`config.mk`:
```
export PLATFORM = sky130hd
export DESIGN_NAME = tlmna_subidx
export DESIGN_NICKNAME = d
export VERILOG_FILES = /design/src/rtl/core/tlmna_pkg.sv /design/src/rtl/core/tlmna_subidx.sv
export SDC_FILE = /design/constraint.sdc
export NUM_CORES = 1
export LEC_CHECK = 0
export BUFFER_PORTS_ARGS = -buffer_cell sky130_fd_sc_hd__clkbuf_2
export CORE_AREA = 3 3 167 169
export DETAILED_ROUTE_END_ITERATION = 16
export DIE_AREA = 0 0 170 172
export PLACE_DENSITY = 0.58
export SYNTH_ARGS = -nofsm -noshare
export SYNTH_HDL_FRONTEND = slang
export SYNTH_SLANG_ARGS = --single-unit
```
`constraint.sdc`:
```
create_clock -name clock -period 7.3 [get_ports clock]
set_input_delay 1.46 -clock clock [delete_from_list [all_inputs] [get_ports clock]]
set_output_delay 1.46 -clock clock [all_outputs]
set_load 0.05 [all_outputs]
```
`src/rtl/core/tlmna_pkg.sv`:
```
// tlmna_pkg: widths, codes and beat types shared by the neighbor address block
// no dependencies; the design files but tlmna_ram refer to it by scoped names
`default_nettype none

package tlmna_pkg;

   localparam int ROOT_DIM_MAX_DEF = 16;
   localparam int SUB_LEN_MAX_DEF  = 64;

   // field widths
   localparam int CELL_W    = 4;
   localparam int POINT_W   = 6;
   localparam int DIR_W     = 3;
   localparam int SIDE_W    = 7;
   localparam int DIM_W     = 5;
   localparam int ROOT_W    = 12;
   localparam int SUB_W     = 18;
   localparam int CSR_IDX_W = 2;

   // internal widths
   localparam int CRD_W  = DIM_W;              // cell coordinate after a step
   localparam int FLAT_W = 3 * DIM_W;          // flat root index before masking
   localparam int PROD_W = POINT_W + SIDE_W;   // point times side
   localparam int REM_W  = PROD_W + 1;
   localparam int QUO_W  = SIDE_W;
   localparam int T1_W   = 2 * SIDE_W + 1;
   localparam int T2_W   = T1_W + SIDE_W;

   localparam logic KIND_WRITE  = 1'b0;
   localparam logic KIND_LOOKUP = 1'b1;

   localparam logic [DIR_W-1:0] DIR_POS_Z = 3'd0;
   localparam logic [DIR_W-1:0] DIR_NEG_Z = 3'd1;
   localparam logic [DIR_W-1:0] DIR_POS_Y = 3'd2;
   localparam logic [DIR_W-1:0] DIR_NEG_Y = 3'd3;
   localparam logic [DIR_W-1:0] DIR_POS_X = 3'd4;
   localparam logic [DIR_W-1:0] DIR_NEG_X = 3'd5;

   localparam logic [1:0] AXIS_X = 2'd0;
   localparam logic [1:0] AXIS_Y = 2'd1;
   localparam logic [1:0] AXIS_Z = 2'd2;

   localparam logic [CSR_IDX_W-1:0] REG_ROOT_WIDTH  = 2'd0;
   localparam logic [CSR_IDX_W-1:0] REG_ROOT_HEIGHT = 2'd1;
   localparam logic [CSR_IDX_W-1:0] REG_ROOT_DEPTH  = 2'd2;

   typedef struct packed {
      logic              kind;
      logic [CELL_W-1:0] cell_x;
      logic [CELL_W-1:0] cell_y;
      logic [CELL_W-1:0] cell_z;
      logic [POINT_W-1:0] point_x;
      logic [POINT_W-1:0] point_y;
      logic [POINT_W-1:0] point_z;
      logic [DIR_W-1:0]  direction;
      logic [SIDE_W-1:0] side_length;
   } req_type;

   typedef struct packed {
      logic [ROOT_W-1:0] neighbor_root;
      logic [SUB_W-1:0]  neighbor_sub;
      logic              found;
   } rsp_type;

   typedef struct packed {
      logic [DIM_W-1:0] root_width;
      logic [DIM_W-1:0] root_height;
      logic [DIM_W-1:0] root_depth;
   } cfg_type;

   typedef struct packed {
      logic              we;
      logic              re;
      logic [FLAT_W-1:0] flat;
      logic [SIDE_W-1:0] wdata;
   } ram_req_type;

   // lookup after the table address is known
   typedef struct packed {
      logic [SIDE_W-1:0]       side;
      logic                    found;
      logic                    crossing;
      logic [1:0]              axis;
      logic                    up;
      logic [2:0][POINT_W-1:0] pnt;
      logic [ROOT_W-1:0]       root;
   } mid_type;

   // one stage of the rescale divider
   typedef struct packed {
      logic [2:0][REM_W-1:0] rem;
      logic [2:0][QUO_W-1:0] quo;
      logic [SIDE_W-1:0]     side;
      logic [SIDE_W-1:0]     n;
      logic                  found;
      logic                  crossing;
      logic [1:0]            axis;
      logic                  up;
      logic [ROOT_W-1:0]     root;
   } dstage_type;

endpackage

`default_nettype wire

```
`src/rtl/core/tlmna_subidx.sv`:
```
// tlmna_subidx: sets the crossed coordinate, forms the flat sub index and holds the
// response register; depends on tlmna_pkg
`default_nettype none

module tlmna_subidx (
   input  wire logic                   clock,
   input  wire logic                   reset,
   input  wire logic                   in_valid,
   output logic                        in_ready,
   input  wire tlmna_pkg::dstage_type  in_data,
   output logic                        out_valid,
   input  wire logic                   out_ready,
   output tlmna_pkg::rsp_type          out_data
);

   localparam int SIDE_W = tlmna_pkg::SIDE_W;
   localparam int QUO_W  = tlmna_pkg::QUO_W;
   localparam int T1_W   = tlmna_pkg::T1_W;
   localparam int T2_W   = tlmna_pkg::T2_W;

   typedef struct packed {
      logic [T1_W-1:0]             t1;
      logic [QUO_W-1:0]            x;
      logic [SIDE_W-1:0]           n;
      logic [tlmna_pkg::ROOT_W-1:0] root;
      logic                        found;
   } sb_type;

   logic                     vb_ff, vb_in, vo_ff, vo_in;
   logic                     rdy_b, rdy_o;
   sb_type                   sb_ff, sb_in, sb_new;
   tlmna_pkg::rsp_type       rsp_ff, rsp_in, rsp_new;
   logic [2:0][QUO_W-1:0]    crd;
   logic [T2_W-1:0]          t2;

   always_comb begin
      for (int i = 0; i < 3; i++) begin
         crd[i] = in_data.quo[i];
         if (in_data.crossing && (in_data.axis == 2'(i))) begin
            crd[i] = in_data.up ? '0 : in_data.n - SIDE_W'(1);
         end
      end
      sb_new.t1    = T1_W'(T1_W'(crd[2]) * T1_W'(in_data.n)) + T1_W'(crd[1]);
      sb_new.x     = crd[0];
      sb_new.n     = in_data.n;
      sb_new.root  = in_data.root;
      sb_new.found = in_data.found;

      t2 = T2_W'(T2_W'(sb_ff.t1) * T2_W'(sb_ff.n)) + T2_W'(sb_ff.x);
      rsp_new.found         = sb_ff.found;
      rsp_new.neighbor_root = sb_ff.found ? sb_ff.root : '0;
      rsp_new.neighbor_sub  = sb_ff.found ? t2[tlmna_pkg::SUB_W-1:0] : '0;

      rdy_o    = !vo_ff || out_ready;
      rdy_b    = !vb_ff || rdy_o;
      in_ready = rdy_b;

      vb_in  = rdy_b ? in_valid : vb_ff;
      vo_in  = rdy_o ? vb_ff : vo_ff;
      sb_in  = (rdy_b && in_valid) ? sb_new : sb_ff;
      rsp_in = (rdy_o && vb_ff) ? rsp_new : rsp_ff;
   end

   always_ff @(posedge clock) begin
      if (reset) begin
         vb_ff <= 1'b0;
         vo_ff <= 1'b0;
      end else begin
         vb_ff <= vb_in;
         vo_ff <= vo_in;
      end
   end

   always_ff @(posedge clock) begin
      sb_ff  <= sb_in;
      rsp_ff <= rsp_in;
   end

   assign out_valid = vo_ff;
   assign out_data  = rsp_ff;

endmodule

`default_nettype wire

```
==> run metrics <==
Post-Synth Simple-Gate Area=18.24%; # Max-Cap Violations=0; met1 Track Usage GR=15.45%; Hold Startpoint=vb_ff; via count=approximately 5,300; largest net degree at the start of global routing=43; core outline area=~27,000 um2; post-route core utilization=33.92%; Final Hold Viols=0; synthesized area=7951 um2; reg2reg path depth=14; pin slew with the least headroom to its limit=~960 ps; CTS clk-pin slew, worst paths=60 ps; vias per cell=between 4 and 5; WHS Endpoint=out_valid; placed inst area=8748 um2; Area Growth Syn to Fin=14.00%; Critical Path AT=6500 ps; Finish-stage setup viols=0; drt initial violations=254; most used routing layer=met2; Post-synth ARST share=0%; hpwl dp=12,620 um; CTS Buf Count=9; Slew Limit Headroom=between 30% and 40%; FF+latch count, synth=75; drt pass-1 iters=4; wire per inst=13.05 um; nets=about 1,100; Overall Global Routing Usage=11.46%; postcts setup bufs=0; starting density of the core=29.75%; Synth Warn #=0; Mapped Cells=763; unrepaired setup endpoints after global routing=no; mux share of post-synthesis cell area=1.605%; outcome=completed; worst min path class=reg -> reg; syn avg cell area=10.42 um2; Die X=170 um; Critical Path Fanout Max=9; Post-Synth XOR/XNOR Area=2.533%; Die H=172 um; ys flop type=edfxtp_1; adder-cell area share of the yosys netlist=between 30% and 40%; synth unique cells=56; WS Path Type=in -> reg; R2R Path End=out_data[16]; Worst Skew=4.850 ps; CTS tree=done; largest family of logic cells by synthesized area=adder cells; antenna cells=0; post-synthesis net count=1,034; Tmin final=6413 ps; GR Util met2=19.45%; CP required=7390 ps; Post-DRT Antenna Nets=0; number of flops mapped to enable cells by yosys=between 70 and 80; layout cells sized above 1=between 10 and 15%; IO Count=between 100 and 150; vias in the first global route=5,630; Clock Root Buffer=clkbuf_16; hold_buf cts=0; max-slew violations=0; I/O Buffers=81; DRC Markers=0; Skew-Pair Late Insertion Delay=340 ps; launch instance of the worst register-to-register path=sb_ff[14]; fin crit share=roughly 88%; initial antenna violation count=0; gr ovfl total=0; first-pass GRT wire length=27,300 um; hold depth=2; reg2reg setup slack=2660 ps; sequential area share after synthesis=28.07%; gpl congestion=about 0.8; Compound-Gate Fraction of Synth Area=6.310%; Die ar.=29,240 um2; final wirelength=15,520 um; Clock Tree Buf Depth=2; Worst setup EP type=flop; crit path launch type=primary input; Total Neg Setup Slack=0 ps; Filler cells=2,739; f_max=0.1559 GHz; row count=60; CTS sink cnt=75; post-route cell area=9065 um2; H-tree levels=3; GR Util met3=1.463%; PostCTS Resize Cnt=0
-- worst max-delay path by stage --
stage | from | to | slack, ps | cells past startpoint
5_1_grt | in_data[17] | sb_ff[40] | 540 | 21
4_1_cts | in_data[17] | sb_ff[40] | 860 | 21
3_5_place_dp | in_data[17] | sb_ff[40] | 510 | 21
6_report | in_data[17] | sb_ff[40] | 890 | 21
2_1_floorplan | in_data[20] | sb_ff[40] | 1230 | 22
3_3_place_gp | in_data[17] | sb_ff[40] | 510 | 21
-- kinds of logic (layout without fill, tap and decap cells) --
kind of cell	Yosys count	count (layout)
AND/OR/NAND/NOR	266	266
adder cells (fa/ha/maj)	173	173
buffers and inverters	142	227
flip-flops	75	75
AO/OA/AOI/OAI	73	73
XOR/XNOR	23	23
multiplexers	11	11
-- Yosys cell counts, types with 2 or more instances --
cell / instances / area, um2
o21a_1: 10 / 75.07
nand2b_1: 15 / 93.84
nor2b_1: 32 / 200.2
a31oi_1: 4 / 25.02
xor2_1: 10 / 87.58
mux2i_1: 8 / 80.08
nor2_1: 26 / 97.59
nor2_2: 2 / 12.51
and2_1: 85 / 531.8
fa_1: 97 / 1942
nor3_1: 14 / 70.07
dfxtp_1: 2 / 40.04
nor3b_1: 3 / 22.52
and3_1: 2 / 12.51
o21ai_0: 10 / 50.05
buf_2: 3 / 15.01
o22ai_1: 3 / 18.77
a211oi_1: 2 / 15.01
or2_2: 2 / 12.51
nand2_1: 68 / 255.2
inv_1: 125 / 469.2
xnor2_1: 13 / 113.9
ha_1: 76 / 950.9
o21ai_2: 2 / 17.52
o31ai_1: 3 / 22.52
o31ai_2: 2 / 25.02
nand3_1: 5 / 25.02
nand3b_1: 5 / 37.54
a21oi_1: 22 / 110.1
edfxtp_1: 73 / 2192
clkbuf_1: 11 / 41.29
a21o_1: 4 / 30.03
-- critical path, cell delays in order --
cell      delay, ps
clkbuf_2        230
inv_1           130
ha_1            260
xnor2_1         210
nor3_1           70
a21oi_1         560
nand2b_1        220
fa_1            410
fa_1            490
inv_1            50
fa_1            480
inv_1            50
fa_1            470
inv_1            40
ha_1            200
or2_2           320
a211oi_1        340
o31ai_2         130
o21ai_1         130
a21oi_1          90
xor2_1          140
-- through the flow --
stage	std cells	setup slack [ps]	hold slack (ps)
finish	1189	887.0	512.3
global route	1189	535.5	540.2
CTS	1189	859.0	517.8
detailed placement	1173	512.2	505.1
global placement	1173	508.0	500.9
floorplan	763	1232	477.8
-- layout by cell type (no fill, tap or decap), types with 3 or more instances in the layout --
master and count:
inv_1 125, fa_1 97, and2_1 84, clkbuf_2 81
ha_1 76, edfxtp_1 73, nand2_1 68, nor2b_1 31
nor2_1 26, a21oi_1 22, nand2b_1 15, nor3_1 14
xnor2_1 13, xor2_1 10, o21ai_0 10, o21a_1 10
clkbuf_16 9, mux2i_1 8, nand3b_1 5, nand3_1 5
buf_4 5, a21o_1 4, a31oi_1 4, o31ai_1 3
nor3b_1 3, o22ai_1 3
-- sequential cells by signal (all words and copies together) (netlist names) --
signal,count
rsp_new,1
vb_ff,1
sb_ff,41
out_valid,1
out_data,31
-- final cells by class --
cell class	count	area (um2)	share of cell area, %
Clock inverter	6	87.58	0.9662
Sequential cell	75	2232	24.62
Multi-Input combinational cell	546	5177	57.12
Clock buffer	10	229.0	2.526
Timing Repair Buffer	86	442.9	4.886
Tap cell	341	426.7	4.707
Inverter	125	469.2	5.176
-- metal layers --
layer,wire length [um],up-vias
met5,0,-
met4,166,0
met3,454,10
met2,7314,85
met1,7584,2545
li1,-,2619
Power is not shown: default switching activity piles up to over one toggle a cycle in this logic, so the estimate is an artifact.
