**src/rtl/core/tlmna_ram.sv**
```systemverilog
// tlmna_ram: generic single port synchronous ram with registered read
// no dependencies
`default_nettype none

module tlmna_ram #(
   parameter  int WIDTH  = 8,
   parameter  int DEPTH  = 16,
   localparam int ADDR_W = (DEPTH > 1) ? $clog2(DEPTH) : 1
) (
   input  wire logic              clock,
   input  wire logic              we,
   input  wire logic              re,
   input  wire logic [ADDR_W-1:0] addr,
   input  wire logic [WIDTH-1:0]  wdata,
   output logic      [WIDTH-1:0]  rdata
);

   logic [WIDTH-1:0] mem_ff [DEPTH];
   logic [WIDTH-1:0] rdata_ff;

   always_ff @(posedge clock) begin
      if (we) begin
         mem_ff[addr] <= wdata;
      end
      if (re) begin
         rdata_ff <= mem_ff[addr];
      end
   end

   assign rdata = rdata_ff;

endmodule

`default_nettype wire

```
**config.mk**
```make
export PLATFORM = sky130hd
export DESIGN_NAME = tlmna_ram
export DESIGN_NICKNAME = d
export VERILOG_FILES = /design/src/rtl/core/tlmna_ram.sv
export SDC_FILE = /design/constraint.sdc
export NUM_CORES = 1
export LEC_CHECK = 0
export BUFFER_PORTS_ARGS = -buffer_cell sky130_fd_sc_hd__buf_2
export CAP_MARGIN = 40
export CORE_ASPECT_RATIO = 2
export CORE_MARGIN = 2
export CORE_UTILIZATION = 35
export CTS_CLUSTER_DIAMETER = 200
export DETAILED_ROUTE_END_ITERATION = 12
export MAX_ROUTING_LAYER = met4
export PLACE_DENSITY = 0.48
export SLEW_MARGIN = 5
export SYNTH_ARGS = -nofsm -noshare
export SYNTH_HDL_FRONTEND = slang
export SYNTH_SLANG_ARGS = --single-unit
```
**constraint.sdc**
```tcl
create_clock -name clock -period 2.9 [get_ports clock]
set_input_delay 0.145 -clock clock [delete_from_list [all_inputs] [get_ports clock]]
set_output_delay 0.145 -clock clock [all_outputs]
set_load 0.05 [all_outputs]
```
==> results of run 1 <==
==> final cells by class <==
class	instances	area, µm²
clock inverter	12	173.9
fill	1255	8133
tap	192	240.2
clock buffer	20	436.7
sequential	136	4084
multi-input combinational	83	1003
timing repair buffer	43	280.3
==> worst paths after layout <==
check / from / slack, ns / endpoint
worst max-delay path: mem_ff[2][5]$_DFFE_PP_ / 1.44 / rdata[5]$_DFFE_PP_
worst min-delay path: re / 0.11 / rdata[5]$_DFFE_PP_
worst max register to register: mem_ff[2][5]$_DFFE_PP_ / 1.44 / rdata[5]$_DFFE_PP_
worst min register to register: mem_ff[14][6]$_DFFE_PP_ / 0.76 / rdata[6]$_DFFE_PP_
==> cells in the final DEF (no fill, tap or decap), drive strengths merged, types with 4 or more instances in the layout <==
cell,instances
bufinv,4
nor3,4
clkinv,5
buf,43
clkbuf,20
nor2,13
mux4,32
nand2,9
edfxtp,136
a22oi,16
==> where the power goes <==
part / switching [mW] / internal, mW
sequential: 0.0119 / 2.22
combinational: 0.146 / 0.0851
clock: 0.775 / 1.44
total: 0.933 / 3.74
==> cell families (layout without fill, tap and decap cells) <==
kind of cell | after synthesis | count (layout) | synth area share (%)
AOI/OAI and AO/OA | 16 | 16 | 2.334
buffers and inverters | 11 | 75 | 1.167
DFF | 136 | 136 | 79.34
muxes | 32 | 32 | 14.00
and+or+nand+nor | 35 | 35 | 3.160
==> sequential cells by signal, summed over array words and instances (netlist names) <==
register  flops
mem_ff      128
rdata         8
==> metal layers <==
metal | routed length [µm] | vias to the layer above
li1 | - | 1070
met1 | 3796 | 1253
met2 | 6120 | 43
met3 | 273 | 5
met4 | 95 | 0
met5 | 0 | -
==> key figures, run 1 <==
Outcome
  – Outcome: finished, final reports clean

Timing
  – RSZ-0062 raised after global routing: no
  – Worst hold margin: 0.1112 ns
  – Final slew viol count: 0
  – Worst Skew: 0.007157 ns
  – Final Setup Violations: 0
  – Max Clk Rate: 686.3 MHz
  – Slew margin rel.: 52.65%
  – Final Hold Fails: 0
  – Final WS setup: 1.443 ns
  – Min cycle time layout: 1.457 ns
  – Worst Tran Pin Value: 0.7089 ns
  – Setup total negative slack: 0 ns
  – Final period utilization: 50.25%

Floorplan
  – Core Box Area: 0.01435 mm²
  – # rows: 62
  – Die Y: 175.5 µm
  – Die area: 0.01575 mm²
  – Initial core utilization: 35.87%
  – Die Width: 89.75 µm
  – I/O pins: 23

Detailed routing
  – DR WL/cell: 21.16 µm
  – Routed Antenna Nets: 0
  – Via/cell ratio: 4.879
  – Iter 0 DRT Violations: 153
  – Vias: 2,371
  – Final wirelength: 10.29 mm
  – Residual DRC: 0
  – TritonRoute pass-1 iters: 4

Logic synthesis
  – Mapped Nets: 245
  – Post-Syn Area: 0.005147 mm²
  – Post-synthesis cell type count: 17
  – Post-synth EDFFs: 136
  – Synth top area share: 79.34%
  – Top cells by area, synth: edfxtp_1, mux4_2, a22oi_1
  – Synth async-reset ratio: 0%
  – Post-synthesis average cell area: 22.38 µm²
  – Count leader, synth: edfxtp_1
  – Post-synth top cells: edfxtp_1, mux4_2, a22oi_1
  – #FFs+latches synth: 136
  – Sequential fraction of the synthesis area: 79.34%
  – Cell taking the most area after synthesis: edfxtp_1
  – Syn Inst Count: 230
  – YS warnings: 0
  – Synth Flop Type: edfxtp_1

Setup path
  – Crit. End Element: flip-flop
  – Critical path class: reg2reg
  – Required time worst endpoint: 3.06 ns
  – Crit start category: flip-flop
  – Critical-path cell list: mux4_2, a22oi_1, nand2_1
  – CP Depth: 3
  – Peak per-stage delay on the critical path: 0.46 ns
  – Data arrival, critical path: 1.61 ns
  – CP max-delay cell: mux4_2
  – Buf+Inv Stages, Crit Path: 0
  – Cell family with most CP delay: multiplexers
  – Number of cells on the worst reg-to-reg path: 3
  – Max FO, Critical Path: 1

Power and ir drop
  – Peak supply drop: 0.3749 mV
  – Final Power: 4.672 mW
  – P per Cell Area: 751.3 mW/mm²
  – P_leak: 2.047 nW

Placed design
  – Post-Place Setup Slack: 1.138 ns
  – Hpwl dp: 7.045 mm
  – Dpl cells: 454
  – PortBufs: 22
  – GP Congestion: 0.7566
  – Cell Area, Placed: 0.005608 mm²

Global route
  – Layer with the highest usage: met2
  – Pin count of the biggest net entering global routing: 40
  – All-Layer GR Usage: 14.56%
  – Antenna violations before repair: 0
  – GRT met3 Usage: 3.518%
  – Grt met1 use: 14.77%
  – Number of global-route vias before repair: 2,642
  – First-pass GRT wire length: 15.86 mm
  – Grt met2 use: 26.89%
  – Overflow after GRT: 0

Hold path
  – Hold Crit Depth: 1
  – Worst hold path class: in2reg

CTS
  – # resized after CTS: 0
  – Postcts setup bufs: 0
  – Clock latency on the worst-skew pair: 0.41 ns
  – Number of CTS-inserted buffers: 17
  – Hold_buf cts: 0
  – Clock Tree Buf Depth: 2
  – CTS Root Cell: clkbuf_16
  – Clock-pin slew on the worst setup and hold paths: 0.06 ns
  – CTS tree: built
  – H-tree depth: 4
  – Sink Count: 136

Final layout
  – Core Util, Final: 43.33%
  – Layout cell share with drive strength beyond 1: 35.71%
  – Net count, final: 296
  – Final std cells w/o fill: 486
  – Area added between synthesis and finish: 20.81%
  – Fin area: 0.006218 mm²
  – Ant. Diodes: 0

Run
  – Max cap viols: 0
(Power assumes the default switching activity.)
==> inputs of run 2 (changes only) <==
Settings changed: ABC_AREA from default to 1.
Clock period 2.9 ns to 1.4 ns, I/O delays scaled along.
==> key figures, run 2 <==
Timing
  – Min cycle time layout: 1.136 ns
  – Worst Tran Pin Value: 0.4408 ns
  – Slew margin rel.: 70.61%
  – Worst hold margin: 0.08520 ns
  – Final Setup Violations: 0
  – Max Clk Rate: 880.5 MHz
  – Final WS setup: 0.2643 ns
  – Final period utilization: 81.12%
  – Final Hold Fails: 0
  – RSZ-0062 raised after global routing: no
  – Worst Skew: 0.01046 ns
  – Final slew viol count: 0

Final layout
  – Final std cells w/o fill: 810
  – Core Util, Final: 42.89%
  – Layout cell share with drive strength beyond 1: 12.97%
  – Most common cell after layout, fill and taps aside: nand2_1
  – Top reg by flops: mem_ff
  – Fin area: 0.006802 mm²
  – Ant. Diodes: 0
  – Largest register FFs: 128
  – Most frequent cells in the layout: nand2_1, edfxtp_1, buf_4
  – Net count, final: 611
  – Area added between synthesis and finish: 19.89%

Placed design
  – Hpwl dp: 9.797 mm
  – GP Congestion: 0.9253
  – Cell Area, Placed: 0.006158 mm²
  – Post-Place Setup Slack: 0.006497 ns
  – PortBufs: 22
  – Dpl cells: 777

Logic synthesis
  – Cell taking the most area after synthesis: edfxtp_1
  – Synth Flop Type: edfxtp_1
  – Post-synthesis average cell area: 10.35 µm²
  – Sequential fraction of the synthesis area: 71.99%
  – Post-synthesis cell type count: 10
  – Post-synth top cells: nand2_1, edfxtp_1, inv_1
  – Count leader, synth: nand2_1
  – Synth async-reset ratio: 0%
  – Synth top area share: 71.99%
  – Mapped Nets: 563
  – YS warnings: 0
  – Post-synth EDFFs: 136
  – Post-Syn Area: 0.005673 mm²
  – Top cells by area, synth: edfxtp_1, nand2_1, inv_1
  – #FFs+latches synth: 136
  – Syn Inst Count: 548

Setup path
  – Peak per-stage delay on the critical path: 0.37 ns
  – Buf+Inv Stages, Crit Path: 1
  – Data arrival, critical path: 1.31 ns
  – Max FO, Critical Path: 1
  – CP max-delay cell: edfxtp_1
  – Top cell by count, worst path: nand2_1
  – Crit. End Element: flip-flop
  – R2r setup slk: 0.26 ns
  – Crit start category: flip-flop
  – Critical-path cell list: nand2_1, nand2_1, nand2_1, nand2_1, nand2_1, nand2_1, inv_1, nand2_1
  – Critical path class: reg2reg
  – Cell family with most CP delay: simple AND/OR/NAND/NOR gates
  – Required time worst endpoint: 1.57 ns

Power and ir drop
  – Clock power share: 47.6%
  – P_leak: 2.902 nW
  – Logic pwr share: 6.6%
  – Seq pwr share: 45.9%
  – P per Cell Area: 1478 mW/mm²
  – Peak supply drop: 0.9019 mV
  – Internal: 7.890 mW
  – Switch Pwr: 2.162 mW
  – Switching share of total power: 21.51%

Detailed routing
  – DR WL/cell: 17.80 µm
  – TritonRoute pass-1 iters: 4
  – Routed Antenna Nets: 0
  – Vias: 3,759
  – Residual DRC: 0
  – Via/cell ratio: 4.641
  – Iter 0 DRT Violations: 172
  – Final wirelength: 14.42 mm

Floorplan
  – Die area: 0.01730 mm²
  – Initial core utilization: 35.77%
  – Core Box Area: 0.01586 mm²
  – Die Y: 184.0 µm
  – Die Width: 94.03 µm
  – # rows: 65
  – I/O pins: 23

Run
  – Max cap viols: 0

CTS
  – Postcts setup bufs: 0
  – Clock Tree Buf Depth: 2
  – Clock latency on the worst-skew pair: 0.42 ns
  – CTS tree: built
  – Sink Count: 136
  – H-tree depth: 4
  – CTS Root Cell: clkbuf_16
  – Clock-pin slew on the worst setup and hold paths: 0.06 ns
  – Number of CTS-inserted buffers: 17

Global route
  – Number of global-route vias before repair: 3,985
  – Overflow after GRT: 0
  – Antenna violations before repair: 0
  – Pin count of the biggest net entering global routing: 33
  – First-pass GRT wire length: 22.20 mm
  – All-Layer GR Usage: 18.48%

Hold path
  – Worst hold path class: in2reg

Outcome
  – Outcome: finished, final reports clean
[run 2: cell count changes after synthesis, moves of 3 or more]
cell     change
mux4_2      -32
buf_2       +10
nand3_1      +3
a22oi_1     -16
buf_4        +6
nor3_1       -4
inv_1       +21
nor2_1       +5
buf_1        -4
nand2_1    +337
[run 2: final cells by class]
type | count | area (µm²)
Timing Repair Buffer | 50 | 360.3
Sequential cell | 136 | 4084
Tap cell | 201 | 251.5
Clock inverter | 15 | 207.7
Inverter | 23 | 86.33
Multi-Input combinational cell | 368 | 1386
Clock buffer | 17 | 425.4
Fill cell | 1560 | 9057
[run 2: repair_timing]
action | CTS | global route
endpoints found under the hold margin | 8 | 0
resized for setup | 0 | 0
hold buffers | 1 | 0
[run 2: final timing paths]
kind / startpoint / endpoint / cells past startpoint
hold / removal: wdata[6] / mem_ff[11][6]$_DFFE_PP_ / 1
setup / recovery: mem_ff[5][2]$_DFFE_PP_ / rdata[2]$_DFFE_PP_ / 8
hold reg to reg: mem_ff[4][6]$_DFFE_PP_ / rdata[6]$_DFFE_PP_ / 8
setup reg to reg: mem_ff[5][2]$_DFFE_PP_ / rdata[2]$_DFFE_PP_ / 8
[run 2: metal layers]
metal | global-route usage, % | vias to the layer above | wire [µm]
met1 | 18.90 | 1786 | 5499
met4 | 11.36 | 0 | 647
met2 | 31.97 | 88 | 7884
li1 | - | 1853 | -
met5 | - | - | 0
met3 | 3.526 | 32 | 385
[run 2: power groups by stage]
stage	Combinational (mW)	Sequential [mW]	Clock [mW]
after floorplan	0.314	4.76	0
after global placement	0.672	4.70	0
after detailed placement	0.670	4.70	0
after CTS	0.675	4.61	4.88
after global routing	0.738	4.62	5.03
final	0.660	4.61	4.78
[run 2: metrics by stage]
stage / setup TNS, ns / total power [mW]
2_1_floorplan: -2.367 / 5.079
3_3_place_gp: 0 / 5.369
3_5_place_dp: 0 / 5.368
4_1_cts: 0 / 10.17
5_1_grt: 0 / 10.38
6_report: 0 / 10.05
[run 2: logic make-up (layout without fill, tap and decap cells)]
group	after synthesis	in the layout	share of synthesized area (%)
flops	136	136	71.99
buf+inv	44	105	3.573
simple gates	368	368	24.44
