$ cat config.mk
export PLATFORM = sky130hd
export DESIGN_NAME = tlmna_addr
export DESIGN_NICKNAME = d
export VERILOG_FILES = /design/src/rtl/core/tlmna_pkg.sv /design/src/rtl/core/tlmna_addr.sv
export SDC_FILE = /design/constraint.sdc
export NUM_CORES = 1
export LEC_CHECK = 0
export ABC_AREA = 0
export BUFFER_PORTS_ARGS = -buffer_cell sky130_fd_sc_hd__buf_2
export CORE_UTILIZATION = 45
export CTS_CLUSTER_SIZE = 16
export DETAILED_ROUTE_END_ITERATION = 10
export PLACE_DENSITY = 0.76
export SYNTH_ARGS = -nofsm -noshare
export SYNTH_HDL_FRONTEND = slang
export SYNTH_SLANG_ARGS = --single-unit
export TNS_END_PERCENT = 5
$ cat constraint.sdc
create_clock -name clock -period 6 [get_ports clock]
set_clock_uncertainty 0.05 [all_clocks]
set_input_delay 0.9 -clock clock [delete_from_list [all_inputs] [get_ports clock]]
set_output_delay 0.9 -clock clock [all_outputs]
set_load 0.05 [all_outputs]
$ cat src/rtl/core/tlmna_pkg.sv
// tlmna_pkg: widths, codes and beat types shared by the neighbor address block
// no dependencies; the design files but tlmna_ram refer to it by scoped names
`default_nettype none

package tlmna_pkg;

   localparam int ROOT_DIM_MAX_DEF = 16;
   localparam int SUB_LEN_MAX_DEF  = 64;

   // field widths
   localparam int CELL_W    = 4;
   localparam int POINT_W   = 6;
   localparam int DIR_W     = 3;
   localparam int SIDE_W    = 7;
   localparam int DIM_W     = 5;
   localparam int ROOT_W    = 12;
   localparam int SUB_W     = 18;
   localparam int CSR_IDX_W = 2;

   // internal widths
   localparam int CRD_W  = DIM_W;              // cell coordinate after a step
   localparam int FLAT_W = 3 * DIM_W;          // flat root index before masking
   localparam int PROD_W = POINT_W + SIDE_W;   // point times side
   localparam int REM_W  = PROD_W + 1;
   localparam int QUO_W  = SIDE_W;
   localparam int T1_W   = 2 * SIDE_W + 1;
   localparam int T2_W   = T1_W + SIDE_W;

   localparam logic KIND_WRITE  = 1'b0;
   localparam logic KIND_LOOKUP = 1'b1;

   localparam logic [DIR_W-1:0] DIR_POS_Z = 3'd0;
   localparam logic [DIR_W-1:0] DIR_NEG_Z = 3'd1;
   localparam logic [DIR_W-1:0] DIR_POS_Y = 3'd2;
   localparam logic [DIR_W-1:0] DIR_NEG_Y = 3'd3;
   localparam logic [DIR_W-1:0] DIR_POS_X = 3'd4;
   localparam logic [DIR_W-1:0] DIR_NEG_X = 3'd5;

   localparam logic [1:0] AXIS_X = 2'd0;
   localparam logic [1:0] AXIS_Y = 2'd1;
   localparam logic [1:0] AXIS_Z = 2'd2;

   localparam logic [CSR_IDX_W-1:0] REG_ROOT_WIDTH  = 2'd0;
   localparam logic [CSR_IDX_W-1:0] REG_ROOT_HEIGHT = 2'd1;
   localparam logic [CSR_IDX_W-1:0] REG_ROOT_DEPTH  = 2'd2;

   typedef struct packed {
      logic              kind;
      logic [CELL_W-1:0] cell_x;
      logic [CELL_W-1:0] cell_y;
      logic [CELL_W-1:0] cell_z;
      logic [POINT_W-1:0] point_x;
      logic [POINT_W-1:0] point_y;
      logic [POINT_W-1:0] point_z;
      logic [DIR_W-1:0]  direction;
      logic [SIDE_W-1:0] side_length;
   } req_type;

   typedef struct packed {
      logic [ROOT_W-1:0] neighbor_root;
      logic [SUB_W-1:0]  neighbor_sub;
      logic              found;
   } rsp_type;

   typedef struct packed {
      logic [DIM_W-1:0] root_width;
      logic [DIM_W-1:0] root_height;
      logic [DIM_W-1:0] root_depth;
   } cfg_type;

   typedef struct packed {
      logic              we;
      logic              re;
      logic [FLAT_W-1:0] flat;
      logic [SIDE_W-1:0] wdata;
   } ram_req_type;

   // lookup after the table address is known
   typedef struct packed {
      logic [SIDE_W-1:0]       side;
      logic                    found;
      logic                    crossing;
      logic [1:0]              axis;
      logic                    up;
      logic [2:0][POINT_W-1:0] pnt;
      logic [ROOT_W-1:0]       root;
   } mid_type;

   // one stage of the rescale divider
   typedef struct packed {
      logic [2:0][REM_W-1:0] rem;
      logic [2:0][QUO_W-1:0] quo;
      logic [SIDE_W-1:0]     side;
      logic [SIDE_W-1:0]     n;
      logic                  found;
      logic                  crossing;
      logic [1:0]            axis;
      logic                  up;
      logic [ROOT_W-1:0]     root;
   } dstage_type;

endpackage

`default_nettype wire

$ cat src/rtl/core/tlmna_addr.sv
// tlmna_addr: decodes a request beat, steps the cell or point, forms the flat root index
// and drives the table port; depends on tlmna_pkg
`default_nettype none

module tlmna_addr #(
   parameter int SUB_LEN_MAX = tlmna_pkg::SUB_LEN_MAX_DEF
) (
   input  wire logic                  clock,
   input  wire logic                  reset,
   input  wire tlmna_pkg::cfg_type    cfg,
   input  wire logic                  in_valid,
   output logic                       in_ready,
   input  wire tlmna_pkg::req_type    in_data,
   output tlmna_pkg::ram_req_type     ram_req,
   output logic                       out_valid,
   input  wire logic                  out_ready,
   output tlmna_pkg::mid_type         out_data
);

   localparam int SIDE_W  = tlmna_pkg::SIDE_W;
   localparam int POINT_W = tlmna_pkg::POINT_W;
   localparam int CRD_W   = tlmna_pkg::CRD_W;
   localparam int FLAT_W  = tlmna_pkg::FLAT_W;
   localparam logic [SIDE_W+1:0] SUB_LIM = (SIDE_W+2)'(SUB_LEN_MAX);

   typedef struct packed {
      logic                    is_write;
      logic                    wr_en;
      logic [SIDE_W-1:0]       wdata;
      logic [SIDE_W-1:0]       side;
      logic                    found;
      logic                    crossing;
      logic [1:0]              axis;
      logic                    up;
      logic [2:0][POINT_W-1:0] pnt;
      logic [CRD_W-1:0]        cx;
      logic [CRD_W-1:0]        cy;
      logic [2*CRD_W-1:0]      zh;
      logic [FLAT_W-1:0]       fp;
   } stg_type;

   logic                  v1_ff, v1_in, v2_ff, v2_in;
   stg_type               s1_ff, s1_in, s2_ff, s2_in, s1_new;
   logic                  ready1, ready2, s2_go;

   logic [2:0][CRD_W-1:0]   cur_cell, dims, cell_nb;
   logic [2:0][POINT_W-1:0] pnt, pnt_nb;
   logic [1:0]              axis;
   logic                    up, dir_ok, in_grid, side_ok, pnt_ok;
   logic                    internal, edge_hit;
   logic [POINT_W-1:0]      pnt_a;
   logic [CRD_W-1:0]        cell_a, dim_a;
   logic [SIDE_W-1:0]       side, side_m1;
   logic [2*CRD_W:0]        zy;
   logic [FLAT_W-1:0]       flat;

   // request decode and neighbor step
   always_comb begin
      side        = in_data.side_length;
      side_m1     = side - SIDE_W'(1);
      cur_cell[0] = CRD_W'(in_data.cell_x);
      cur_cell[1] = CRD_W'(in_data.cell_y);
      cur_cell[2] = CRD_W'(in_data.cell_z);
      pnt[0]  = in_data.point_x;
      pnt[1]  = in_data.point_y;
      pnt[2]  = in_data.point_z;
      dims[0] = cfg.root_width;
      dims[1] = cfg.root_height;
      dims[2] = cfg.root_depth;

      dir_ok = 1'b1;
      unique case (in_data.direction)
         tlmna_pkg::DIR_POS_Z: begin axis = tlmna_pkg::AXIS_Z; up = 1'b1; end
         tlmna_pkg::DIR_NEG_Z: begin axis = tlmna_pkg::AXIS_Z; up = 1'b0; end
         tlmna_pkg::DIR_POS_Y: begin axis = tlmna_pkg::AXIS_Y; up = 1'b1; end
         tlmna_pkg::DIR_NEG_Y: begin axis = tlmna_pkg::AXIS_Y; up = 1'b0; end
         tlmna_pkg::DIR_POS_X: begin axis = tlmna_pkg::AXIS_X; up = 1'b1; end
         tlmna_pkg::DIR_NEG_X: begin axis = tlmna_pkg::AXIS_X; up = 1'b0; end
         default: begin
            axis   = tlmna_pkg::AXIS_X;
            up     = 1'b0;
            dir_ok = 1'b0;
         end
      endcase

      in_grid = (cur_cell[0] < dims[0]) && (cur_cell[1] < dims[1]) &&
                (cur_cell[2] < dims[2]);
      side_ok = (side != '0) && ({2'b00, side} <= SUB_LIM);
      pnt_ok  = 1'b1;
      pnt_a   = '0;
      cell_a  = '0;
      dim_a   = '0;
      for (int i = 0; i < 3; i++) begin
         if ({1'b0, pnt[i]} >= side) begin
            pnt_ok = 1'b0;
         end
         if (axis == 2'(i)) begin
            pnt_a  = pnt[i];
            cell_a = cur_cell[i];
            dim_a  = dims[i];
         end
      end

      internal = up ? ({1'b0, pnt_a} < side_m1) : (pnt_a != '0);
      edge_hit = up ? ((cell_a + CRD_W'(1)) >= dim_a) : (cell_a == '0);

      cell_nb = cur_cell;
      pnt_nb  = pnt;
      if (in_data.kind == tlmna_pkg::KIND_LOOKUP) begin
         for (int i = 0; i < 3; i++) begin
            if (axis == 2'(i)) begin
               if (internal) begin
                  pnt_nb[i] = up ? pnt_a + POINT_W'(1) : pnt_a - POINT_W'(1);
               end else begin
                  cell_nb[i] = up ? cell_a + CRD_W'(1) : cell_a - CRD_W'(1);
               end
            end
         end
      end

      s1_new.is_write = (in_data.kind == tlmna_pkg::KIND_WRITE);
      s1_new.wr_en    = in_grid;
      s1_new.wdata    = ({2'b00, side} <= SUB_LIM) ? side : '0;
      s1_new.side     = side;
      s1_new.found    = in_grid && side_ok && dir_ok && pnt_ok && (internal || !edge_hit);
      s1_new.crossing = !internal;
      s1_new.axis     = axis;
      s1_new.up       = up;
      s1_new.pnt      = pnt_nb;
      s1_new.cx       = cell_nb[0];
      s1_new.cy       = cell_nb[1];
      s1_new.zh       = (2*CRD_W)'(cell_nb[2]) * (2*CRD_W)'(dims[1]);
      s1_new.fp       = '0;
   end

   // pipeline control; a write beat retires at the table port
   always_comb begin
      s2_go    = v2_ff && (s2_ff.is_write || out_ready);
      ready2   = !v2_ff || s2_go;
      ready1   = !v1_ff || ready2;
      in_ready = ready1;

      v1_in = ready1 ? in_valid : v1_ff;
      v2_in = ready2 ? v1_ff : v2_ff;
      s1_in = (ready1 && in_valid) ? s1_new : s1_ff;

      zy       = (2*CRD_W+1)'(s1_ff.zh) + (2*CRD_W+1)'(s1_ff.cy);
      s2_in    = s1_ff;
      s2_in.fp = FLAT_W'(FLAT_W'(zy) * FLAT_W'(cfg.root_width));
      if (!(ready2 && v1_ff)) begin
         s2_in = s2_ff;
      end

      flat = s2_ff.fp + FLAT_W'(s2_ff.cx);
   end

   always_ff @(posedge clock) begin
      if (reset) begin
         v1_ff <= 1'b0;
         v2_ff <= 1'b0;
      end else begin
         v1_ff <= v1_in;
         v2_ff <= v2_in;
      end
   end

   always_ff @(posedge clock) begin
      s1_ff <= s1_in;
      s2_ff <= s2_in;
   end

   always_comb begin
      ram_req.we    = s2_go && s2_ff.is_write && s2_ff.wr_en;
      ram_req.re    = s2_go && !s2_ff.is_write && s2_ff.found && s2_ff.crossing;
      ram_req.flat  = flat;
      ram_req.wdata = s2_ff.wdata;

      out_valid         = v2_ff && !s2_ff.is_write;
      out_data.side     = s2_ff.side;
      out_data.found    = s2_ff.found;
      out_data.crossing = s2_ff.crossing;
      out_data.axis     = s2_ff.axis;
      out_data.up       = s2_ff.up;
      out_data.pnt      = s2_ff.pnt;
      out_data.root     = flat[tlmna_pkg::ROOT_W-1:0];
   end

endmodule

`default_nettype wire

==> out/qor.txt <==
Longest Clk Path Bufs: 2
Tot Pwr: 4.06 mW
clock latency on the worst-skew pair: 0.41 ns
nets: 1158
Cells after Synth: 827
layout cells sized above 1: 27.4%
Max-slew headroom: 47.2%
GR Util All Layers: 19.4%
first-pass GRT wire length: 30600 µm
Starting DRT DRC Count: 420
Vias/cell: 5.17
Setup Viol. Count Final: 0
Worst Hold Class: flip-flop to flip-flop
DP Cell Count: 1208
CTS tree: yes
Remaining Overflow, GRT: 0
Syn. warnings: 0
Max FO, Critical Path: 4
Synth Flop Type: edfxtp_1
Core ar.: 19700 µm²
initial antenna violation count: 1
die area: 20900 µm²
WP data required: 6.11 ns
starting density of the core: 46.4%
Mean Syn Cell Area: 11.1 µm²
final cycle utilization of the critical path: 97.9%
Boundary Pins: 128
PD cells: 377 nW/µm²
post-synth net total: 1022
final core occ: 54.7%
largest net degree at the start of global routing: 60
Die Y: 145 µm
Final Hold Fails: 0
CP endpoint kind: flip-flop
CTS clk-pin slew, worst paths: 0.05 ns
I/O Buffers: 127
WL final: 19500 µm
FMAX: 170 MHz
# hold bufs at CTS: 0
Root Buffer: clkbuf_16
Synth area leaders: edfxtp_1 39%, ha_1 13%, fa_1 8.3%
CP Class: input pin to flip-flop
Final min period: 5.87 ns
remaining antenna violation count: 0
Max Cap Viol: 0
LEAKAGE: 4.90 nW
DR DRC count: 0
width of the die: 145 µm
Final HPWL DP: 15200 µm
DRT Pass-1 Iters: 5
final std cells w/o fill: 1242
commonest non-fill, non-tap cell in the layout: buf_2
WL/cell: 15.7 µm
RSZ-0062 raised after global routing: true
H-tree levels: 4
number of synthesized flops with an enable pin: 118
Final GP Congestion: 0.953
routed via count: 6416
slew of the pin with the lowest slew margin: 0.792 ns
sequential fraction of the synthesis area: 39.2%
Peak VDD IR: 236 µV
Num Clock Sinks: 120
fin. max-slew vios: 0
CP Data Arrival Time: 5.98 ns
most frequent cells in the layout: 126 x buf_2, 118 x edfxtp_1, 94 x ha_1
Synth area leader: edfxtp_1
vias in the first global route: 5949
Site Rows: 51
cts bufs inserted: 17
post-route setup slack: 0.126 ns
synthesized area: 9140 µm²
Layout area overhead: 17.9%
worst slack, placed: -0.391 ns
Post-synth ARST share: 0%
post-synth top area share: 38.8%
FF+latch count, synth: 120
count of cell types in the netlist: 57
startpoint types: input pin
Cell Area, Placed: 10100 µm²
final instance area: 10800 µm²
outcome: complete, no violations
==> final timing paths <==
check,from,to,slack (ns),cells past startpoint
max,in_data[8],s1_ff[24],0.13,21
min reg2reg,s1_ff[56],out_data[33],0.36,0
max reg2reg,s1_ff[15],s2_ff[14],0.40,19
min,s1_ff[56],out_data[33],0.36,0
==> sequential cells by signal (all words and copies together), names as in the netlist <==
register	count
v2_ff	1
s2_ff	22
ram_req	7
s1_ff	59
v1_ff	1
out_data	30
==> worst max-delay path, cell delays in order <==
cell      delay (ns)
buf_8           0.11
mux2_4          0.32
mux2i_4         0.16
inv_2           0.08
ha_4            0.26
o21ai_1         0.05
a211o_1         0.31
or4b_4          0.53
o22ai_4         0.25
mux2i_2         0.27
nand2b_4        0.16
fa_1            0.45
fa_1            0.51
fa_1            0.53
inv_2           0.04
ha_4            0.21
a21oi_2         0.13
nor2b_1         0.06
o21a_1          0.17
o41a_1          0.32
xor2_1          0.15
==> cell families (layout without fill, tap and decap cells) <==
logic type	count (synthesis)	after routing	synth area share, %
simple gates	229	229	12.7
buf+inv	137	286	8.03
fa+ha+maj	135	135	21.6
other cells	0	1	0
compound gates	109	109	8.00
xor+xnor	54	54	5.32
mux	43	43	5.19
flops	120	120	39.2
==> report_power, final <==
| group | internal, mW | leakage (nW) | switching (mW) |
|---|---|---|---|
| combinational | 0.721 | 3.45 | 1.18 |
| sequential | 1.08 | 1.16 | 0.0411 |
| clock | 0.658 | 0.286 | 0.379 |
==> repair_timing <==
action,4_1_cts,5_1_grt
gates resized for setup,0,15
setup endpoints to repair,0,2
hold endpoints to repair,0,0
buffers inserted,0,1
==> area by class of cell <==
cell class	instances	area, µm²
antenna	1	2.50
clock buffer	19	433
clock inverter	13	173
fill	1676	8930
inverter	74	283
multi-input combinational	570	4930
sequential	120	3580
tap	265	332
timing repair buffer	180	1040
==> per-stage QoR <==
stage / TNS [ns] / hold slack (ns)
finish: 0 / 0.361
detailed placement: -0.868 / 0.355
global placement: -0.670 / 0.350
global route: -0.0296 / 0.370
floorplan: -0.235 / 0.350
CTS: 0 / 0.360
==> routing by layer <==
metal	wire length (µm)	GRT usage, %	up-vias	part of all wire (%)
li1	-	-	3146	-
met1	9470	29.2	3033	49
met2	8490	28.2	222	44
met5	0	0	-	0
met4	193	5.43	0	0.99
met3	1360	3.61	15	7.0
==> synth_stat cells, types with 12 or more instances <==
master	count
o21ai_0	13
inv_1	71
mux2i_1	17
nand3_1	12
buf_4	51
mux2_2	23
edfxtp_1	118
ha_1	97
nand2b_1	18
a21oi_1	30
fa_1	38
nand2_1	64
nor2b_1	13
and2_1	27
a21o_1	18
nor2_1	46
xnor2_1	43
Note: power is estimated with default switching activity, not from simulation.
