$ cat config.mk
export PLATFORM = sky130hd
export DESIGN_NAME = tlmna_rescale
export DESIGN_NICKNAME = d
export VERILOG_FILES = /design/src/rtl/core/tlmna_pkg.sv /design/src/rtl/core/tlmna_rescale.sv
export SDC_FILE = /design/constraint.sdc
export NUM_CORES = 1
export LEC_CHECK = 0
export BUFFER_PORTS_ARGS = -buffer_cell sky130_fd_sc_hd__buf_2
export CAP_MARGIN = 20
export CORE_UTILIZATION = 48
export CTS_CLUSTER_SIZE = 14
export DETAILED_ROUTE_END_ITERATION = 12
export PLACE_DENSITY_LB_ADDON = 0.05
export SKIP_CTS_REPAIR_TIMING = 1
export SLEW_MARGIN = 15
export SYNTH_ARGS = -nofsm -noshare
export SYNTH_HDL_FRONTEND = slang
export SYNTH_SLANG_ARGS = --single-unit
$ cat constraint.sdc
create_clock -name clock -period 15.05 [get_ports clock]
set_input_delay 1.505 -clock clock [delete_from_list [all_inputs] [get_ports clock]]
set_output_delay 1.505 -clock clock [all_outputs]
set_load 0.02 [all_outputs]
$ cat src/rtl/core/tlmna_pkg.sv
// tlmna_pkg: widths, codes and beat types shared by the neighbor address block
// no dependencies; the design files but tlmna_ram refer to it by scoped names
`default_nettype none

package tlmna_pkg;

   localparam int ROOT_DIM_MAX_DEF = 16;
   localparam int SUB_LEN_MAX_DEF  = 64;

   // field widths
   localparam int CELL_W    = 4;
   localparam int POINT_W   = 6;
   localparam int DIR_W     = 3;
   localparam int SIDE_W    = 7;
   localparam int DIM_W     = 5;
   localparam int ROOT_W    = 12;
   localparam int SUB_W     = 18;
   localparam int CSR_IDX_W = 2;

   // internal widths
   localparam int CRD_W  = DIM_W;              // cell coordinate after a step
   localparam int FLAT_W = 3 * DIM_W;          // flat root index before masking
   localparam int PROD_W = POINT_W + SIDE_W;   // point times side
   localparam int REM_W  = PROD_W + 1;
   localparam int QUO_W  = SIDE_W;
   localparam int T1_W   = 2 * SIDE_W + 1;
   localparam int T2_W   = T1_W + SIDE_W;

   localparam logic KIND_WRITE  = 1'b0;
   localparam logic KIND_LOOKUP = 1'b1;

   localparam logic [DIR_W-1:0] DIR_POS_Z = 3'd0;
   localparam logic [DIR_W-1:0] DIR_NEG_Z = 3'd1;
   localparam logic [DIR_W-1:0] DIR_POS_Y = 3'd2;
   localparam logic [DIR_W-1:0] DIR_NEG_Y = 3'd3;
   localparam logic [DIR_W-1:0] DIR_POS_X = 3'd4;
   localparam logic [DIR_W-1:0] DIR_NEG_X = 3'd5;

   localparam logic [1:0] AXIS_X = 2'd0;
   localparam logic [1:0] AXIS_Y = 2'd1;
   localparam logic [1:0] AXIS_Z = 2'd2;

   localparam logic [CSR_IDX_W-1:0] REG_ROOT_WIDTH  = 2'd0;
   localparam logic [CSR_IDX_W-1:0] REG_ROOT_HEIGHT = 2'd1;
   localparam logic [CSR_IDX_W-1:0] REG_ROOT_DEPTH  = 2'd2;

   typedef struct packed {
      logic              kind;
      logic [CELL_W-1:0] cell_x;
      logic [CELL_W-1:0] cell_y;
      logic [CELL_W-1:0] cell_z;
      logic [POINT_W-1:0] point_x;
      logic [POINT_W-1:0] point_y;
      logic [POINT_W-1:0] point_z;
      logic [DIR_W-1:0]  direction;
      logic [SIDE_W-1:0] side_length;
   } req_type;

   typedef struct packed {
      logic [ROOT_W-1:0] neighbor_root;
      logic [SUB_W-1:0]  neighbor_sub;
      logic              found;
   } rsp_type;

   typedef struct packed {
      logic [DIM_W-1:0] root_width;
      logic [DIM_W-1:0] root_height;
      logic [DIM_W-1:0] root_depth;
   } cfg_type;

   typedef struct packed {
      logic              we;
      logic              re;
      logic [FLAT_W-1:0] flat;
      logic [SIDE_W-1:0] wdata;
   } ram_req_type;

   // lookup after the table address is known
   typedef struct packed {
      logic [SIDE_W-1:0]       side;
      logic                    found;
      logic                    crossing;
      logic [1:0]              axis;
      logic                    up;
      logic [2:0][POINT_W-1:0] pnt;
      logic [ROOT_W-1:0]       root;
   } mid_type;

   // one stage of the rescale divider
   typedef struct packed {
      logic [2:0][REM_W-1:0] rem;
      logic [2:0][QUO_W-1:0] quo;
      logic [SIDE_W-1:0]     side;
      logic [SIDE_W-1:0]     n;
      logic                  found;
      logic                  crossing;
      logic [1:0]            axis;
      logic                  up;
      logic [ROOT_W-1:0]     root;
   } dstage_type;

endpackage

`default_nettype wire

$ cat src/rtl/core/tlmna_rescale.sv
// tlmna_rescale: picks the neighbor side from the table, forms point times side and
// divides by the current side in a one-bit-per-stage pipeline; depends on tlmna_pkg
`default_nettype none

module tlmna_rescale #(
   parameter int SUB_LEN_MAX = tlmna_pkg::SUB_LEN_MAX_DEF
) (
   input  wire logic                          clock,
   input  wire logic                          reset,
   input  wire logic                          in_valid,
   output logic                               in_ready,
   input  wire tlmna_pkg::mid_type            in_data,
   input  wire logic [tlmna_pkg::SIDE_W-1:0]  ram_rdata,
   output logic                               out_valid,
   input  wire logic                          out_ready,
   output tlmna_pkg::dstage_type              out_data
);

   localparam int SIDE_W = tlmna_pkg::SIDE_W;
   localparam int REM_W  = tlmna_pkg::REM_W;
   localparam int QUO_W  = tlmna_pkg::QUO_W;
   localparam logic [SIDE_W+1:0] SUB_LIM = (SIDE_W+2)'(SUB_LEN_MAX);

   logic                  v3_ff, v3_in, ready3;
   tlmna_pkg::mid_type    m3_ff, m3_in;
   tlmna_pkg::dstage_type d0;
   logic [SIDE_W-1:0]     n;

   logic                  dv_ff [QUO_W+1];
   logic                  dv_in [QUO_W+1];
   logic                  rdy_d [QUO_W+1];
   tlmna_pkg::dstage_type dp_ff [QUO_W+1];
   tlmna_pkg::dstage_type dp_in [QUO_W+1];
   tlmna_pkg::dstage_type step  [QUO_W+1];
   logic [REM_W-1:0]      dsor;

   always_comb begin
      rdy_d[QUO_W] = !dv_ff[QUO_W] || out_ready;
      for (int k = QUO_W - 1; k >= 0; k--) begin
         rdy_d[k] = !dv_ff[k] || rdy_d[k+1];
      end
      ready3   = !v3_ff || rdy_d[0];
      in_ready = ready3;

      v3_in = ready3 ? in_valid : v3_ff;
      m3_in = (ready3 && in_valid) ? in_data : m3_ff;
   end

   // table data is held in the ram read register while this stage waits
   always_comb begin
      n           = m3_ff.crossing ? ram_rdata : m3_ff.side;
      d0.quo      = '0;
      d0.side     = m3_ff.side;
      d0.n        = n;
      d0.found    = m3_ff.found &&
                    !(m3_ff.crossing && ((n == '0) || ({2'b00, n} > SUB_LIM)));
      d0.crossing = m3_ff.crossing;
      d0.axis     = m3_ff.axis;
      d0.up       = m3_ff.up;
      d0.root     = m3_ff.root;
      for (int i = 0; i < 3; i++) begin
         d0.rem[i] = REM_W'(REM_W'(m3_ff.pnt[i]) * REM_W'(n));
      end
   end

   // restoring divide, quotient bits from the top down
   always_comb begin
      dsor    = '0;
      step[0] = d0;
      for (int k = 1; k <= QUO_W; k++) begin
         step[k] = dp_ff[k-1];
         dsor    = REM_W'(dp_ff[k-1].side) << (QUO_W - k);
         for (int i = 0; i < 3; i++) begin
            if (dp_ff[k-1].rem[i] >= dsor) begin
               step[k].rem[i]            = dp_ff[k-1].rem[i] - dsor;
               step[k].quo[i][QUO_W - k] = 1'b1;
            end
         end
      end

      dv_in[0] = rdy_d[0] ? v3_ff : dv_ff[0];
      dp_in[0] = (rdy_d[0] && v3_ff) ? step[0] : dp_ff[0];
      for (int k = 1; k <= QUO_W; k++) begin
         dv_in[k] = rdy_d[k] ? dv_ff[k-1] : dv_ff[k];
         dp_in[k] = (rdy_d[k] && dv_ff[k-1]) ? step[k] : dp_ff[k];
      end
   end

   always_ff @(posedge clock) begin
      if (reset) begin
         v3_ff <= 1'b0;
         for (int k = 0; k <= QUO_W; k++) begin
            dv_ff[k] <= 1'b0;
         end
      end else begin
         v3_ff <= v3_in;
         for (int k = 0; k <= QUO_W; k++) begin
            dv_ff[k] <= dv_in[k];
         end
      end
   end

   always_ff @(posedge clock) begin
      m3_ff <= m3_in;
      for (int k = 0; k <= QUO_W; k++) begin
         dp_ff[k] <= dp_in[k];
      end
   end

   assign out_valid = dv_ff[QUO_W];
   assign out_data  = dp_ff[QUO_W];

endmodule

`default_nettype wire

==> flow_summary.json, run 1 <==
{
  "tns_ps": 0,
  "slew_violations": 0,
  "period_needed_ps": 5040,
  "grt_first_pass_wirelength_um": 112000,
  "worst-slew-pin-transition_ps": 1050,
  "worstPathMaxFanout": 7,
  "drt_iter0_drc": 745,
  "pwr-share-comb": 0.163,
  "avgRoutedWirePerCell_um": 17.9,
  "clock-sinks": 716,
  "final-setup-viol-count": 0,
  "grt_pass1_vias": 21500,
  "crit_type": "input pin to primary output",
  "hold_path_end": "dp_ff[1][228]$_DFFE_PP_",
  "ys_ff_latch": 716,
  "syn_area_mm2": 0.0363,
  "pwr-share-seq": 0.456,
  "rrSetupSlack_ps": 10400,
  "place_area_mm2": 0.0376,
  "m1WireLength_um": 27800,
  "insertion_delay_ps": 620,
  "cp-start-kind": "input pin",
  "relSlewSlack": 0.295,
  "rsz0062_at_grt": "no",
  "rows": 100,
  "grt_overflow": 0,
  "maxCapViolations": 0,
  "dieHeight_um": 277,
  "multi_input_area_mm2": 0.0132,
  "hp-start": "dp_ff[1][134]$_DFFE_PP_",
  "root_buffer": "clkbuf_16",
  "ant_nets": 0,
  "power.total_mw": 5.21,
  "synth_nets": 3100,
  "coreArea_mm2": 0.0747,
  "dr_wl_met3_um": 1920,
  "ctsHtreeMaxLevel": 3,
  "fmax_mhz": 198,
  "dr_total_vias": 20600,
  "synth-async-reset-ratio": 0,
  "intPower_mw": 3.90,
  "clk_pin_slew_ps": 60,
  "finalCritPeriodShare": 0.335,
  "antenna_found_initial": 0,
  "grt_max_degree": 71,
  "layout-drive-gt1-share": 0.135,
  "die_area_mm2": 0.0768,
  "routabilityCongestion": 0.937,
  "finalClockSkew_ps": 23.9,
  "ios": 149,
  "ys.flop_type": "edfxtp_1",
  "synth_area_per_cell_um2": 13.2,
  "start_util": 0.486,
  "postLayoutCellArea_mm2": 0.0404,
  "power_density_mw_per_mm2": 129,
  "p_leak_nw": 14.9,
  "fill_cells": 6201,
  "synth_commonest_cells": "707 x edfxtp_1, 242 x inv_1, 210 x ha_1",
  "die_w_um": 277,
  "regArea_mm2": 0.0214,
  "ir_drop_uv": 76.4,
  "timing.rr.start": "d0[15]$_DFFE_PP_",
  "cp.arrival_ps": 3540,
  "final_nets": 3220,
  "hp-class": "flop to flop",
  "flow.area_growth_from_synthesis_pct": 11.1,
  "cts_made_buffers": 81,
  "wl_met2_um": 36300,
  "synth_warnings": 0,
  "synth.largest_area_cell": "edfxtp_1",
  "clockBufferDepth": 3,
  "worstReg2RegEnd": "dp_ff[0][91]$_DFFE_PP_",
  "yosys-top-cells-area": "edfxtp_1 58%, ha_1 7.2%, fa_1 4.6%",
  "power_frac_clock": 0.381,
  "endpoint_kind": "primary output",
  "dr.max_layer_used": "met4",
  "cp.required_ps": 13550,
  "hold_path_depth": 0,
  "synth-seq-area-share": 0.589,
  "yosysUniqueCellTypes": 84,
  "routed_via_density": 5.28,
  "status": "finished, final reports clean",
  "hold_viol": 0,
  "diodes": 0,
  "ff2ff_path_depth": 14,
  "dp_hpwl_um": 53400,
  "drt_wl_total_um": 70000,
  "drtPass1Iterations": 5,
  "track_usage": 0.184,
  "yosysMostFrequentCell": "edfxtp_1",
  "p_sw_mw": 1.31,
  "fin_util": 0.541,
  "yosys.area.top_type_share": 0.584,
  "io_buffers": 148,
  "synth_edf_count": 707,
  "cts_tree": "built",
  "sw_frac_of_total": 0.251,
  "synthCells": 2753,
  "drc_errors": 0
}
==> cell families after synthesis <==
| family | share of synthesized area |
|---|---|
| AO/OA/AOI/OAI | 0.0846 |
| XOR/XNOR | 0.0292 |
| adder cells (fa/ha/maj) | 0.119 |
| buffers and inverters | 0.0488 |
| flip-flops | 0.589 |
| multiplexers | 0.0265 |
| AND/OR/NAND/NOR | 0.103 |
==> sequential cells by signal (all words and copies together) (netlist names) <==
register and flops:
d0 23, v3_ff 1, m3_ff 19, dp_ff 665, dv_ff 8
==> power by group through the flow <==
stage / clock [mW] / sequential [mW] / combinational (mW)
after CTS: 2.05 / 2.37 / 0.861
after floorplan: 0 / 2.38 / 0.653
after global placement: 0 / 2.41 / 0.831
final: 1.98 / 2.37 / 0.849
after detailed placement: 0 / 2.41 / 0.854
after global routing: 2.12 / 2.38 / 0.967
==> metrics by stage <==
step                worst slack (ps)  hold WS, ps  cells
CTS                            10000          412   3907
detailed placement              9530          405   3758
finish                         10010          409   3908
floorplan                       6190          400   2753
global placement                9600          401   3758
global route                    9800          413   3908
==> worst max-delay path: stages <==
cell and delay, ps:
buf_2 90, nor2b_1 440, and3_1 410, and3_1 290, and2_1 410, nand4_1 190, buf_2 190
==> worst max-delay path by stage <==
| stage | start | end | slack [ps] |
|---|---|---|---|
| after floorplan | out_ready | dp_ff[1][188]$_DFFE_PP_ | 6190 |
| after global placement | ram_rdata[3] | dp_ff[0][91]$_DFFE_PP_ | 9600 |
| after detailed placement | ram_rdata[3] | dp_ff[0][91]$_DFFE_PP_ | 9530 |
| after CTS | out_ready | in_ready | 10000 |
| after global routing | out_ready | in_ready | 9800 |
| final | out_ready | in_ready | 10010 |
==> layer usage <==
layer / GRT usage / up-vias
li1: - / 10200
met1: 0.201 / 9875
met2: 0.340 / 363
met3: 0.0251 / 181
met4: 0.109 / 0
met5: 0 / -
==> cell usage in the layout, fill, tap and decap left out, types with 10 or more instances in the layout <==
cell and n:
edfxtp_1 707, inv_1 242, ha_1 210, nor2_1 169, buf_2 148, nand2_1 122, a21oi_1 109, o21ai_0 99
and2_1 97, fa_1 84, clkbuf_16 82, nor3_1 67, o21a_1 62, xnor2_1 62, xor2_1 59, mux2_2 47
nor2b_1 45, o31ai_1 31, mux2i_1 27, nand2b_1 25, a21o_1 24, nor4_1 23, nand3_1 22, a21boi_0 20
o31a_1 20, nand4_1 20, a211oi_1 18, o21ai_1 17, buf_4 15, or3_1 14, clkbuf_1 14, clkinv_2 13
or4_1 11, bufinv_16 11, clkinv_1 11, or2_2 10
==> final cells by class <==
cell class              count  area share
multi-input cells        1665       0.328
flip-flops and latches    716       0.530
repair buffers            164      0.0216
well taps                 969      0.0300
inverters                 245      0.0228
clock buffers              98      0.0528
clock inverters            51      0.0149
No activity file was read; power rests on OpenSTA's default activity.
==> run 2: changes to the inputs <==
clock period = 4.35 ns   (was 15.05 ns; I/O delays follow)
==> run 2 against run 1 <==
  * Clock power increased to 3.2 times the previous value
  * Core utilization increased by 0.89 points
  * Design area increased by 1.6%
  * Sequential share of layout area decreased by 0.85 points
  * Clock-buffer cell count decreased by 10
  * Clock skew decreased by 5.4 ps
  * Register-to-register slack got worse by 10000 ps
  * Critical path type is now flop to flop
  * Global-route usage increased by 0.15 points
  * Via count increased by 1.7%
  * Total power increased to 3.4 times the previous value
  * Critical path depth increased by 9
  * Worst hold slack got worse by 360 ps
==> flow_summary.json, run 2 (same netlist as run 1, synthesis figures left out) <==
{
  "largest_reg_flops": 665,
  "endpoint_kind": "flop",
  "grt_overflow": 0,
  "hp-class": "input pin to flop",
  "start_util": 0.486,
  "die_w_um": 277,
  "worstReg2RegEnd": "dp_ff[0][92]$_DFFE_PP_",
  "routabilityCongestion": 0.942,
  "finalClockSkew_ps": 18.5,
  "p_leak_nw": 15.2,
  "hp-start": "in_data[33]",
  "coreArea_mm2": 0.0747,
  "cp.arrival_ps": 4620,
  "hold_path_depth": 1,
  "ir_drop_uv": 304,
  "cp.required_ps": 4730,
  "drc_errors": 0,
  "relSlewSlack": 0.323,
  "finalCritPeriodShare": 0.975,
  "final_common_cell": "edfxtp_1",
  "final-setup-viol-count": 0,
  "insertion_delay_ps": 620,
  "ff2ff_path_depth": 16,
  "avgRoutedWirePerCell_um": 18.1,
  "flow.area_growth_from_synthesis_pct": 13.0,
  "worstPathMaxFanout": 8,
  "cts_tree": "built",
  "routed_via_density": 5.28,
  "grt_max_degree": 80,
  "dieHeight_um": 277,
  "clk_pin_slew_ps": 60,
  "drtPass1Iterations": 7,
  "drt_iter0_drc": 866,
  "track_usage": 0.186,
  "dp_hpwl_um": 53800,
  "layout-drive-gt1-share": 0.147,
  "grt_first_pass_wirelength_um": 113000,
  "antenna_found_initial": 0,
  "clockBufferDepth": 3,
  "status": "finished, final reports clean",
  "maxCapViolations": 0,
  "root_buffer": "clkbuf_16",
  "worst-slew-pin-transition_ps": 1010,
  "hold_path_end": "d0[15]$_DFFE_PP_",
  "dp.cells": 3782,
  "ios": 149,
  "fin_util": 0.549,
  "die_area_mm2": 0.0768,
  "period_needed_ps": 4240,
  "fmax_mhz": 236,
  "slew_violations": 0,
  "power.total_mw": 17.7,
  "drt_wl_total_um": 72000,
  "hold_viol": 0,
  "grt_pass1_vias": 21600,
  "clock-sinks": 716,
  "cts_made_buffers": 79,
  "io_buffers": 148,
  "cp-start-kind": "flop",
  "layout_common_cells": "707 x edfxtp_1, 241 x inv_1, 207 x ha_1",
  "tns_ps": 0,
  "final_nets": 3293,
  "ant_nets": 0,
  "crit_type": "flop to flop",
  "rrSetupSlack_ps": 110,
  "timing.hold.ws_ps": 48.7,
  "finalNonFillerCells": 3979,
  "ctsHtreeMaxLevel": 3,
  "dr_total_vias": 21000,
  "top_register": "dp_ff",
  "rows": 100,
  "fill_cells": 6124,
  "diodes": 0,
  "timing.rr.start": "d0[15]$_DFFE_PP_",
  "power_density_mw_per_mm2": 431
}
[run 2: worst max path at each step]
stage | startpoint | endpoint | slack, ps
CTS | d0[15]$_DFFE_PP_ | dp_ff[0][91]$_DFFE_PP_ | -60
global placement | d0[15]$_DFFE_PP_ | dp_ff[0][91]$_DFFE_PP_ | 10
floorplan | dv_ff[0][7]$_SDFFE_PP0P_ | dp_ff[1][188]$_DFFE_PP_ | -1080
detailed placement | d0[15]$_DFFE_PP_ | dp_ff[0][91]$_DFFE_PP_ | -60
global route | d0[15]$_DFFE_PP_ | dp_ff[0][92]$_DFFE_PP_ | -6
finish | d0[15]$_DFFE_PP_ | dp_ff[0][92]$_DFFE_PP_ | 110
[run 2: metal layers]
metal / wire length (um) / GRT usage / share of wire
met2: 38100 / 0.350 / 0.53
met1: 28000 / 0.200 / 0.39
met4: 3910 / 0.0952 / 0.054
met3: 1920 / 0.0284 / 0.027
met5: 0 / 0 / 0
[run 2: worst max-delay path, stage by stage, from the launching register on]
cell	delay (ps)
edfxtp_1	410
buf_12	160
buf_4	140
mux2_4	350
and2_1	190
fa_1	490
ha_1	290
inv_1	50
fa_1	590
inv_1	60
ha_1	290
a21o_1	220
a211oi_4	220
o21a_1	190
o31ai_2	90
a21oi_1	160
xnor2_1	80
[run 2: report_power, final]
| part | internal, mW | switching [mW] |
|---|---|---|
| clock | 3.70 | 2.69 |
| sequential | 8.01 | 0.171 |
| combinational | 1.45 | 1.66 |
[run 2: area by class of cell]
class                   instances  area, um2  share of cell area
flip-flops and latches        716      21400               0.522
multi-input cells            1667      13400               0.326
clock buffers                  88       2030              0.0495
repair buffers                237       1620              0.0394
well taps                     969       1210              0.0295
inverters                     245        920              0.0224
clock inverters                57        478              0.0116
[run 2: through the flow]
stage | instance area [um2] | worst slack, ps
5_1_grt | 41000 | -5.51
3_3_place_gp | 37900 | 13.0
4_1_cts | 40400 | -60.0
3_5_place_dp | 37900 | -57.8
6_report | 41000 | 109
2_1_floorplan | 36400 | -1080
